[config.mk]
export PLATFORM = sky130hd
export DESIGN_NAME = rti_div
export DESIGN_NICKNAME = d
export VERILOG_FILES = /design/src/design/rti_pkg.sv /design/src/design/rti_div.sv
export SDC_FILE = /design/constraint.sdc
export NUM_CORES = 2
export LEC_CHECK = 0
export BUFFER_PORTS_ARGS = -buffer_cell sky130_fd_sc_hd__buf_2
export CORE_MARGIN = 4
export CORE_UTILIZATION = 45
export DETAILED_ROUTE_END_ITERATION = 12
export PLACE_DENSITY_LB_ADDON = 0.08
export SYNTH_ARGS = -nofsm -noshare
export SYNTH_HDL_FRONTEND = slang
export SYNTH_SLANG_ARGS = --single-unit
[constraint.sdc]
create_clock -name clk -period 48.2 [get_ports clk]
set_input_delay 7.23 -clock clk [delete_from_list [all_inputs] [get_ports clk]]
set_output_delay 7.23 -clock clk [all_outputs]
set_load 0.01 [all_outputs]
[src/design/rti_pkg.sv]
package rti_pkg;

    localparam int MAX_TRIANGLES = 64;
    localparam int COORD_W       = 32;
    localparam int FRAC_BITS     = 16;
    localparam int VERTS_PER_TRI = 3;
    localparam int SLOTS         = VERTS_PER_TRI * MAX_TRIANGLES;
    localparam int SLOT_W        = 8;
    localparam int TRI_W         = $clog2(MAX_TRIANGLES);
    localparam int CNT_W         = 7;

    // vertex + offset - origin, exact
    localparam int VTX_W  = COORD_W + 2;
    // multiplier operand: one vertex or direction component, or one limb of a cross component
    localparam int OPW    = VTX_W + 1;
    localparam int LIMB_W = VTX_W;
    // cross product component of two vertex vectors
    localparam int CRS_W  = 2 * VTX_W + 1;
    // triple products and their sum
    localparam int ACC_W  = 2 * VTX_W + CRS_W + 1;
    // quotient magnitude bits below the sign
    localparam int Q_W    = COORD_W - 1;
    localparam int SAT_SH = Q_W - FRAC_BITS;

    typedef enum logic [1:0] {
        CFG_TRI_COUNT = 2'd0,
        CFG_OFFSET_X  = 2'd1,
        CFG_OFFSET_Y  = 2'd2,
        CFG_OFFSET_Z  = 2'd3
    } cfg_idx_t;

    typedef enum logic {
        REQ_LOAD = 1'b0,
        REQ_RAY  = 1'b1
    } req_kind_t;

    typedef struct packed {
        logic                      req_type;
        logic [SLOT_W-1:0]         vertex_slot;
        logic signed [COORD_W-1:0] vert_x;
        logic signed [COORD_W-1:0] vert_y;
        logic signed [COORD_W-1:0] vert_z;
        logic signed [COORD_W-1:0] ray_org_x;
        logic signed [COORD_W-1:0] ray_org_y;
        logic signed [COORD_W-1:0] ray_org_z;
        logic signed [COORD_W-1:0] ray_dir_x;
        logic signed [COORD_W-1:0] ray_dir_y;
        logic signed [COORD_W-1:0] ray_dir_z;
    } req_t;

    typedef struct packed {
        logic [TRI_W-1:0]          tri_index;
        logic                      hit;
        logic signed [COORD_W-1:0] ray_param;
        logic                      parallel;
        logic                      last;
    } res_t;

    typedef logic [2:0][COORD_W-1:0] vtx_t;

    typedef enum logic [1:0] {
        DST_NONE  = 2'd0,
        DST_CROSS = 2'd1,
        DST_G     = 2'd2,
        DST_NUM   = 2'd3
    } mac_dst_t;

    typedef struct packed {
        logic       en;
        logic       hi;
        logic       sub;
        logic       clr;
        mac_dst_t   dst;
        logic [1:0] vec;
        logic [1:0] axis;
    } mac_op_t;

    function automatic logic [1:0] nxt3(input logic [1:0] x);
        logic [1:0] r;
        case (x)
            2'd0:    r = 2'd1;
            2'd1:    r = 2'd2;
            default: r = 2'd0;
        endcase
        return r;
    endfunction

    function automatic logic signed [VTX_W-1:0] ext_v(input logic [COORD_W-1:0] x);
        return {{(VTX_W - COORD_W){x[COORD_W-1]}}, x};
    endfunction

endpackage

[src/design/rti_div.sv]
module rti_div (
    input  logic                             clk,
    input  logic                             rst_n,
    input  logic                             start,
    input  logic signed [rti_pkg::ACC_W-1:0] num,
    input  logic signed [rti_pkg::ACC_W-1:0] den,
    output logic                             done,
    output logic [rti_pkg::COORD_W-1:0]      quo
);
    import rti_pkg::*;

    typedef enum logic [2:0] {
        D_IDLE = 3'b001,
        D_CHK  = 3'b010,
        D_RUN  = 3'b100
    } div_state_t;

    localparam logic [COORD_W-1:0] T_MAX = {1'b0, {Q_W{1'b1}}};
    localparam logic [COORD_W-1:0] T_MIN = {1'b1, {Q_W{1'b0}}};

    div_state_t             state_reg;
    logic [ACC_W-1:0]       nmag_reg;
    logic [ACC_W-1:0]       dmag_reg;
    logic                   neg_reg;
    logic [ACC_W-1:0]       rem_reg;
    logic [Q_W-1:0]         sh_reg;
    logic [Q_W-1:0]         q_reg;
    logic [4:0]             cnt_reg;
    logic                   done_reg;
    logic [COORD_W-1:0]     quo_reg;

    logic [ACC_W:0]         trial;
    logic                   qbit;
    logic [Q_W-1:0]         q_fin;
    logic                   sat;

    always_comb
    begin
        trial = {rem_reg, sh_reg[Q_W-1]};
        qbit  = trial >= {1'b0, dmag_reg};
        q_fin = {q_reg[Q_W-2:0], qbit};
        sat   = {{SAT_SH{1'b0}}, nmag_reg} >= {dmag_reg, {SAT_SH{1'b0}}};
    end

    always_ff @(posedge clk or negedge rst_n)
    begin
        if (!rst_n)
        begin
            state_reg <= D_IDLE;
            done_reg  <= 1'b0;
            cnt_reg   <= '0;
        end
        else
        begin
            done_reg <= 1'b0;
            case (state_reg)
                D_IDLE:
                begin
                    if (start)
                    begin
                        state_reg <= D_CHK;
                    end
                end
                D_CHK:
                begin
                    if (sat)
                    begin
                        done_reg  <= 1'b1;
                        state_reg <= D_IDLE;
                    end
                    else
                    begin
                        cnt_reg   <= 5'(Q_W - 1);
                        state_reg <= D_RUN;
                    end
                end
                D_RUN:
                begin
                    cnt_reg <= cnt_reg - 5'd1;
                    if (cnt_reg == 5'd0)
                    begin
                        done_reg  <= 1'b1;
                        state_reg <= D_IDLE;
                    end
                end
                default:
                begin
                    state_reg <= D_IDLE;
                end
            endcase
        end
    end

    always_ff @(posedge clk)
    begin
        if (state_reg == D_IDLE && start)
        begin
            nmag_reg <= num[ACC_W-1] ? ACC_W'(-num) : ACC_W'(num);
            dmag_reg <= den[ACC_W-1] ? ACC_W'(-den) : ACC_W'(den);
            neg_reg  <= num[ACC_W-1] ^ den[ACC_W-1];
        end
        if (state_reg == D_CHK)
        begin
            quo_reg <= neg_reg ? T_MIN : T_MAX;
            rem_reg <= nmag_reg >> SAT_SH;
            sh_reg  <= {nmag_reg[SAT_SH-1:0], {FRAC_BITS{1'b0}}};
            q_reg   <= '0;
        end
        if (state_reg == D_RUN)
        begin
            rem_reg <= qbit ? ACC_W'(trial - {1'b0, dmag_reg}) : ACC_W'(trial);
            sh_reg  <= {sh_reg[Q_W-2:0], 1'b0};
            q_reg   <= q_fin;
            if (cnt_reg == 5'd0)
            begin
                quo_reg <= neg_reg ? -{1'b0, q_fin} : {1'b0, q_fin};
            end
        end
    end

    assign done = done_reg;
    assign quo  = quo_reg;

endmodule

==> results.cfg <==
[floorplanning]
dieWidth_um = 297
dieArea_um2 = 88300
rows = 105
initial_utilization = 0.456
ioPinCount = 312
die_h_um = 297
coreArea_um2 = 82500

[clocking]
cts_buffer_depth = 3
cts_setup_buffers = 0
clk_pin_slew_ns = 0.06
cts_sinks = 501
cts_tree = done
cts_hold_buffers = 0
tritoncts.num_buffers = 57
cts_htree_levels = 2
worst_skew_pair.late_latency_ns = 0.64
cts.repair.resized = 0
cts_root_buffer = clkbuf_16

[pwr]
ir_drop_mv = 0.0277
p_leak_nw = 16.1
p_per_area_nw_per_um2 = 50.7

[global_route]
antenna_found_initial = 33
grt_use_total = 0.289
grt_max_degree = 170
grt_pass1_vias = 31871
overflow = 0
grt_pass1_wl_mm = 198

[critical_path]
cp.required_ns = 48.58
endpoint_kind = register
crit_type = input port to register
crit_path_start_kind = input port
worst-path-max-fanout = 8
crit_arrival_ns = 11.91

[placed_design]
port_buffers = 311
numPlacedInstances = 5394
pre_cts_ws_ns = 36.07
gp_congestion = 1.00
hpwl_mm = 106

[route]
firstDrtPassIters = 6
wirelength_mm = 132
antenna_left = 0
first_iter_violations = 3360
routedWlPerCell_um = 24.0
vias_per_cell = 6.06
routed-via-count = 33421
drc = 0

[sta]
max_slew_margin = 0.279
max_clock_freq_mhz = 86.8
slew_viol_final = 0
finalHoldViolations = 0
worst_slack_ns = 36.67
fin_worst_skew_ns = 0.0164
rsz0062_at_grt = no
max_slew.worst_pin.slew_ns = 1.07
fin_tns_setup_ns = 0
finalSetupViolCount = 0
whs_ns = 0.465
post-route-period-util = 0.239
period_minus_slack_ns = 11.53

[synthesis]
synth_edf_count = 460
synth_top_area_frac = 0.367
yosysWarnings = 0
synth.distinct_cells = 85
synth_nets = 4737
synth_area_leader_cell = edfxtp_1
syn_area_per_cell_um2 = 8.97
yosysSeqAreaShare = 0.390
synth_ff_type = edfxtp_1
syn-cell-area_um2 = 37600
yosysMostFrequentCell = nand2_1
synth_seq_cells = 501
syn_inst = 4192
synthTopCellsByArea = edfxtp_1 (37%), ha_1 (8.8%), xnor2_1 (7.7%)
synth_async_sr_flop_share = 0.0180
synth_common_cells = nand2_1 (467), edfxtp_1 (460), a21oi_1 (363)

[status]
status = completed

[run]
maxCapViolCount = 0

[cells_and_area]
area_growth_pct = 11.6
final_util = 0.509
drive_above_1_share = 0.114
final_nets = 4928
fin_cells = 5518

[worst_hold_path]
min_path_type = register to register
==> layer usage <==
| metal | up-vias | GRT usage | part of all wire |
|---|---|---|---|
| met5 | - | 0 | 0.0017 |
| met4 | 34 | 0.0770 | 0.029 |
| met3 | 228 | 0.0719 | 0.086 |
| met2 | 1128 | 0.451 | 0.44 |
| met1 | 16059 | 0.401 | 0.44 |
| li1 | 15972 | - | - |
==> logic make-up after synthesis <==
group,Yosys count,share of synthesized area
buf+inv,405,0.0405
mux,18,0.00482
flops,501,0.390
compound gates,1215,0.201
fa+ha+maj,266,0.0887
simple gates,1389,0.182
xor+xnor,398,0.0927
==> cell usage in the layout, fill, tap and decap left out, drive strengths merged, types with 42 or more instances in the layout <==
cell type  synthesis  final
a21o             105    105
a21oi            363    363
a31oi             42     42
and3              52     52
buf               15    340
clkbuf           193     66
edfxtp           460    460
ha               265    265
inv              197    199
nand2            469    469
nand3             68     68
nand4            120    120
nor2             285    285
nor3              74     74
nor4              49     49
o21ai            354    354
o31ai             97     97
or3               79     79
or4               47     47
xnor2            332    332
xor2              66     66
==> area by class of cell <==
class / count / area [µm²]
inverters: 197 / 739
fillers: 7959 / 40500
diodes: 19 / 47.5
well taps: 1070 / 1340
clock inverters: 39 / 459
repair buffers: 340 / 1790
multi-input cells: 3286 / 21500
clock buffers: 66 / 1460
flip-flops and latches: 501 / 14700
==> power breakdown <==
part           switching, W  internal (W)  total (W)
sequential        0.0000645      0.000627   0.000691
clock              0.000188      0.000269   0.000457
combinational      0.000633      0.000348   0.000981
total              0.000885       0.00124    0.00213
==> stage by stage <==
step | area, µm² | total power [W]
2_1_floorplan | 37600 | 0.00143
3_3_place_gp | 40000 | 0.00166
3_5_place_dp | 40000 | 0.00166
4_1_cts | 41900 | 0.00213
5_1_grt | 41900 | 0.00227
6_report | 42000 | 0.00213
==> worst paths after layout <==
| kind | start | endpoint | slack [ns] | cells past startpoint |
|---|---|---|---|---|
| worst max-delay path | num[35] | nmag_reg[129] | 36.67 | 12 |
| worst min-delay path | quo[31] | quo[31] | 0.47 | 2 |
| worst max register to register | rem_reg[33] | quo[26] | 41.55 | 20 |
| worst min register to register | quo[31] | quo[31] | 0.47 | 2 |
| max in group asynchronous | rst_n | state_reg[0] | 41.51 | 1 |
| min in group asynchronous | rst_n | done | 6.44 | 1 |
==> worst max-delay path: stages <==
cell and delay (ns):
buf_2 0.12, or4_1 0.56, nor4b_1 0.54, nor3b_2 0.72, nand3_1 0.35, or3_1 0.69, or3_4 0.48, or3_4 0.39
nor2_4 0.17, nand3_1 0.18, o31ai_1 0.34, xnor2_1 0.11
(Power assumes the default switching activity.)
