$ cat src/design/rti_pkg.sv
package rti_pkg;

    localparam int MAX_TRIANGLES = 64;
    localparam int COORD_W       = 32;
    localparam int FRAC_BITS     = 16;
    localparam int VERTS_PER_TRI = 3;
    localparam int SLOTS         = VERTS_PER_TRI * MAX_TRIANGLES;
    localparam int SLOT_W        = 8;
    localparam int TRI_W         = $clog2(MAX_TRIANGLES);
    localparam int CNT_W         = 7;

    // vertex + offset - origin, exact
    localparam int VTX_W  = COORD_W + 2;
    // multiplier operand: one vertex or direction component, or one limb of a cross component
    localparam int OPW    = VTX_W + 1;
    localparam int LIMB_W = VTX_W;
    // cross product component of two vertex vectors
    localparam int CRS_W  = 2 * VTX_W + 1;
    // triple products and their sum
    localparam int ACC_W  = 2 * VTX_W + CRS_W + 1;
    // quotient magnitude bits below the sign
    localparam int Q_W    = COORD_W - 1;
    localparam int SAT_SH = Q_W - FRAC_BITS;

    typedef enum logic [1:0] {
        CFG_TRI_COUNT = 2'd0,
        CFG_OFFSET_X  = 2'd1,
        CFG_OFFSET_Y  = 2'd2,
        CFG_OFFSET_Z  = 2'd3
    } cfg_idx_t;

    typedef enum logic {
        REQ_LOAD = 1'b0,
        REQ_RAY  = 1'b1
    } req_kind_t;

    typedef struct packed {
        logic                      req_type;
        logic [SLOT_W-1:0]         vertex_slot;
        logic signed [COORD_W-1:0] vert_x;
        logic signed [COORD_W-1:0] vert_y;
        logic signed [COORD_W-1:0] vert_z;
        logic signed [COORD_W-1:0] ray_org_x;
        logic signed [COORD_W-1:0] ray_org_y;
        logic signed [COORD_W-1:0] ray_org_z;
        logic signed [COORD_W-1:0] ray_dir_x;
        logic signed [COORD_W-1:0] ray_dir_y;
        logic signed [COORD_W-1:0] ray_dir_z;
    } req_t;

    typedef struct packed {
        logic [TRI_W-1:0]          tri_index;
        logic                      hit;
        logic signed [COORD_W-1:0] ray_param;
        logic                      parallel;
        logic                      last;
    } res_t;

    typedef logic [2:0][COORD_W-1:0] vtx_t;

    typedef enum logic [1:0] {
        DST_NONE  = 2'd0,
        DST_CROSS = 2'd1,
        DST_G     = 2'd2,
        DST_NUM   = 2'd3
    } mac_dst_t;

    typedef struct packed {
        logic       en;
        logic       hi;
        logic       sub;
        logic       clr;
        mac_dst_t   dst;
        logic [1:0] vec;
        logic [1:0] axis;
    } mac_op_t;

    function automatic logic [1:0] nxt3(input logic [1:0] x);
        logic [1:0] r;
        case (x)
            2'd0:    r = 2'd1;
            2'd1:    r = 2'd2;
            default: r = 2'd0;
        endcase
        return r;
    endfunction

    function automatic logic signed [VTX_W-1:0] ext_v(input logic [COORD_W-1:0] x);
        return {{(VTX_W - COORD_W){x[COORD_W-1]}}, x};
    endfunction

endpackage

$ cat src/design/rti_mac.sv
module rti_mac (
    input  logic                            clk,
    input  logic                            rst_n,
    input  rti_pkg::mac_op_t                op,
    input  logic signed [rti_pkg::OPW-1:0]  opa,
    input  logic signed [rti_pkg::OPW-1:0]  opb,
    output rti_pkg::mac_op_t                wb,
    output logic signed [rti_pkg::ACC_W-1:0] wb_data
);
    import rti_pkg::*;

    logic signed [2*OPW-1:0] prod_reg;
    mac_op_t                 op_reg;
    logic signed [ACC_W-1:0] acc_reg;
    logic signed [ACC_W-1:0] acc_next;
    logic signed [ACC_W-1:0] addend;

    always_ff @(posedge clk)
    begin
        prod_reg <= opa * opb;
        if (op_reg.en)
        begin
            acc_reg <= acc_next;
        end
    end

    always_ff @(posedge clk or negedge rst_n)
    begin
        if (!rst_n)
        begin
            op_reg <= '0;
        end
        else
        begin
            op_reg <= op;
        end
    end

    always_comb
    begin
        addend = ACC_W'(prod_reg);
        if (op_reg.hi)
        begin
            addend = addend <<< LIMB_W;
        end
        acc_next = (op_reg.clr ? '0 : acc_reg) + (op_reg.sub ? -addend : addend);
    end

    always_comb
    begin
        wb    = op_reg;
        wb.en = op_reg.en && (op_reg.dst != DST_NONE);
    end

    assign wb_data = acc_next;

endmodule

$ cat config.mk
export PLATFORM = sky130hd
export DESIGN_NAME = rti_mac
export DESIGN_NICKNAME = d
export VERILOG_FILES = /design/src/design/rti_pkg.sv /design/src/design/rti_mac.sv
export SDC_FILE = /design/constraint.sdc
export NUM_CORES = 2
export LEC_CHECK = 0
export BUFFER_PORTS_ARGS = -buffer_cell sky130_fd_sc_hd__clkbuf_2
export CAP_MARGIN = 20
export CORE_MARGIN = 2
export CORE_UTILIZATION = 65
export CTS_BUF_LIST = sky130_fd_sc_hd__clkbuf_8
export CTS_CLUSTER_DIAMETER = 80
export DETAILED_ROUTE_END_ITERATION = 8
export GPL_TIMING_DRIVEN = 0
export PLACE_DENSITY = 0.93
export SLEW_MARGIN = 20
export SYNTH_ARGS = -nofsm -noshare
export SYNTH_HDL_FRONTEND = slang
export SYNTH_SLANG_ARGS = --single-unit
$ cat constraint.sdc
create_clock -name clk -period 20.3 [get_ports clk]
set_input_delay 0 -clock clk [delete_from_list [all_inputs] [get_ports clk]]
set_output_delay 0 -clock clk [all_outputs]
set_load 0.01 [all_outputs]
==> summary.txt <==
Detailed routing
  – Post-detailed-routing wire length: 240000 um
  – Avg Vias per Cell: 6.42
  – First drt pass iteration count: 9
  – Remaining DRCs: 2
  – Remaining antenna violation count: 0
  – DR vias: approximately 54000
  – Initial DRC count: 6551
  – Post-DR wirelength/cell: 28.3 um

Yosys
  – Most repeated cell in the gate-level netlist after synthesis: sky130_fd_sc_hd__fa_1
  – Dominant cells by area after synthesis: sky130_fd_sc_hd__fa_1 42%, sky130_fd_sc_hd__inv_1 7.3%, sky130_fd_sc_hd__ha_1 6.9%, sky130_fd_sc_hd__and2_1 6.8%, sky130_fd_sc_hd__edfxtp_1 6.7%
  – Top cell types by occurrence after synthesis: 1312 x sky130_fd_sc_hd__fa_1, 1205 x sky130_fd_sc_hd__inv_1, 791 x sky130_fd_sc_hd__nand2_1, 674 x sky130_fd_sc_hd__and2_1, 345 x sky130_fd_sc_hd__ha_1
  – Most used flip-flop cell after synthesis: sky130_fd_sc_hd__edfxtp_1
  – Average instance area after synthesis: roughly 9.1 um^2
  – Sequential fraction of the synthesis area: 9.33%
  – Synth Net Count: between 8000 and 9000
  – Cell variety after synth: 95
  – Yosys Warn Count: 0
  – Fraction of registers with async set or reset after synthesis: ~4.6%
  – Syn Std Cell Area: 0.0621 mm^2
  – Cells after synthesis: ~6900
  – Number of synthesized register bits: 218
  – Area share of the largest cell type after synthesis: ~42%
  – Number of enable flip-flop cells after synthesis: 138
  – Cell type with the largest total area after synthesis: sky130_fd_sc_hd__fa_1

Clock tree
  – TritonCTS sink count: ~220
  – Post-CTS Repair Setup Buffers: 0
  – CTS Buf Count: 34
  – Clock transition at the registers of the reported paths: 70 ps
  – Clock tree from TritonCTS: built
  – Library cell used as clock root buffer: sky130_fd_sc_hd__clkbuf_8
  – Skew-Pair Late Insertion Delay: between 500 and 600 ps
  – H-tree depth: 2
  – Number of buffers on the longest clock path: 3

Timing
  – Total of endpoints with negative setup slack in the final report: 0
  – Total count of hold-check failures in the final report: 0
  – Max_slew headroom: ~11%
  – Ratio of final minimum period to clock period: 53.7%
  – Accumulated negative setup slack: 0 ps
  – Post-route clock skew: ~50 ps
  – Setup repair after global routing missed its margin: false
  – Min Tclk post-route: approximately 11000 ps
  – Transition time of the tightest slew-check pin: between 1000 and 1500 ps
  – Timing-limited maximum frequency: just over 90 MHz
  – Max-slew violations: 0

Final layout
  – Largest register FFs: around 140
  – Area growth syn-to-layout: 6.03%
  – Nets@finish: roughly 9000
  – Count of filler cells inserted in the layout: between 7000 and 8000
  – Fraction of final layout cells sized beyond drive strength 1: under 10%

Outcome
  – Violations in the final reports: DRC
  – Status: finished, violations left

Floorplan
  – Floorplan row count: 113
  – Number of top-level pins: 230
  – Die Span Y: approximately 310 um
  – Core area: about 0.095 mm^2
  – Starting Density: between 60% and 70%
  – Die width: approximately 310 um
  – Total Die Area: approximately 0.098 mm^2

Worst setup path
  – Worst Path Max Fanout: 10
  – CP Class: flop to output pin
  – Required time at the worst-slack endpoint: about 20000 ps
  – Worst setup EP type: output pin
  – Startpoint types: flop
  – Signal arrival time at the worst endpoint: 10900 ps

Run
  – Max Cap Violations: 0

Global route
  – Largest net degree at the start of global routing: 62
  – Grt ovf: 0
  – Total routing usage reported by global routing: about half
  – Vias in the first global route: 55986
  – Antenna violations before repair: 28
  – First-pass GRT wire length: between 300000 and 400000 um

Placement
  – Count of buffers from port buffering: approximately 220
  – Last weighted congestion value of the routability-driven placer: roughly 1.2
  – Half-perimeter wire length of the detailed placement result: between 150000 and 200000 um

Hold path
  – Hold/Removal Path Class: input pin to flop
worst paths after layout:
check | from | endpoint | slack (ps) | cells past startpoint
worst max register to register | wb[8] | acc_reg[132] | 9960 | 26
worst min-delay path | op[7] | wb[7] | 90 | 2
max in group asynchronous | rst_n | op_reg[9] | 19400 | 3
min in group asynchronous | rst_n | wb[6] | 500 | 3
worst min register to register | acc_reg[0] | acc_reg[0] | 820 | 2
worst max-delay path | wb[8] | wb_data[132] | 9400 | 27
per-stage QoR:
| step | cell area (um^2) | hold slack (ps) | setup WS, ps | utilization, % | std cells |
|---|---|---|---|---|---|
| after floorplan | 62100 | -296 | 12240 | - | 6859 |
| after global placement | 64800 | -113 | 10300 | 68.3 | 8342 |
| after detailed placement | 64900 | -110 | 10410 | 68.4 | 8347 |
| after CTS | 65800 | 64.6 | 9790 | 69.3 | 8419 |
| after global routing | 65800 | 95.1 | 9140 | 69.3 | 8423 |
| final | 65900 | 85.4 | 9400 | 69.4 | 8460 |
cell usage in the layout, fill, tap and decap left out, types with 24 or more instances in the layout:
master and count:
sky130_fd_sc_hd__nand2_1 791, sky130_fd_sc_hd__xor2_1 145, sky130_fd_sc_hd__clkbuf_2 225, sky130_fd_sc_hd__nand2b_1 28, sky130_fd_sc_hd__a31oi_1 25, sky130_fd_sc_hd__diode_2 41
sky130_fd_sc_hd__nand3_1 27, sky130_fd_sc_hd__a211oi_1 24, sky130_fd_sc_hd__nor2b_1 187, sky130_fd_sc_hd__xnor2_1 161, sky130_fd_sc_hd__edfxtp_1 138, sky130_fd_sc_hd__clkbuf_1 321
sky130_fd_sc_hd__fa_1 1310, sky130_fd_sc_hd__nor3_1 71, sky130_fd_sc_hd__clkbuf_8 36, sky130_fd_sc_hd__mux2i_1 35, sky130_fd_sc_hd__dfxtp_1 70, sky130_fd_sc_hd__o21ai_0 188
sky130_fd_sc_hd__o21bai_1 52, sky130_fd_sc_hd__and2_1 674, sky130_fd_sc_hd__ha_1 345, sky130_fd_sc_hd__o31ai_1 29, sky130_fd_sc_hd__inv_1 1207, sky130_fd_sc_hd__nand4_1 72
sky130_fd_sc_hd__nor2_1 199, sky130_fd_sc_hd__a21oi_1 319, sky130_fd_sc_hd__a21o_1 119
cell families after synthesis:
group / synth area share [%]
XOR/XNOR: 4.31
buffers and inverters: 9.59
adder cells (fa/ha/maj): 49.2
AND/OR/NAND/NOR: 17.8
flip-flops: 9.33
multiplexers: 0.618
AO/OA/AOI/OAI: 9.09
critical path: stages, from the launching register on:
cell and delay, ps:
sky130_fd_sc_hd__dfrtp_1 490, sky130_fd_sc_hd__buf_4 230, sky130_fd_sc_hd__buf_2 250, sky130_fd_sc_hd__buf_1 360, sky130_fd_sc_hd__buf_2 310, sky130_fd_sc_hd__buf_2 320, sky130_fd_sc_hd__buf_2 350, sky130_fd_sc_hd__buf_1 700
sky130_fd_sc_hd__clkbuf_1 560, sky130_fd_sc_hd__buf_1 530, sky130_fd_sc_hd__buf_1 680, sky130_fd_sc_hd__nor2_1 260, sky130_fd_sc_hd__ha_1 350, sky130_fd_sc_hd__clkbuf_1 290, sky130_fd_sc_hd__nand4_1 180, sky130_fd_sc_hd__nor3_1 250
sky130_fd_sc_hd__nand4_1 130, sky130_fd_sc_hd__a311oi_1 440, sky130_fd_sc_hd__o2111ai_1 310, sky130_fd_sc_hd__a211oi_1 770, sky130_fd_sc_hd__o2111ai_1 390, sky130_fd_sc_hd__o211ai_1 340, sky130_fd_sc_hd__a41oi_1 380, sky130_fd_sc_hd__o21ai_0 510
sky130_fd_sc_hd__a21oi_1 220, sky130_fd_sc_hd__o21ai_1 180, sky130_fd_sc_hd__xor2_1 310, sky130_fd_sc_hd__clkbuf_2 200
repair_timing:
item                                   4_1_cts  5_1_grt
gates resized for setup                      0        0
hold buffers                                13        0
endpoints found under the hold margin       21        0
layer usage:
layer | vias to the layer above | track usage [%] | wire, um
met5 | - | 0.677 | 113
met4 | 14 | 38.0 | 24600
met3 | 1481 | 21.0 | 36700
met2 | 4697 | 72.5 | 100000
met1 | 26252 | 57.0 | 77800
li1 | 21835 | - | -
cell type report:
cell class,count,area (um^2),share of cell area (%)
diodes,41,103,0.156
clock inverters,23,226,0.344
flip-flops and latches,218,5800,8.80
clock buffers,36,495,0.752
multi-input cells,5072,50400,76.5
plain buffers,363,1440,2.19
well taps,1265,1580,2.40
inverters,1206,4530,6.87
repair buffers,236,1320,2.00
Power is not shown: default switching activity piles up to over one toggle a cycle in this logic, so the estimate is an artifact.
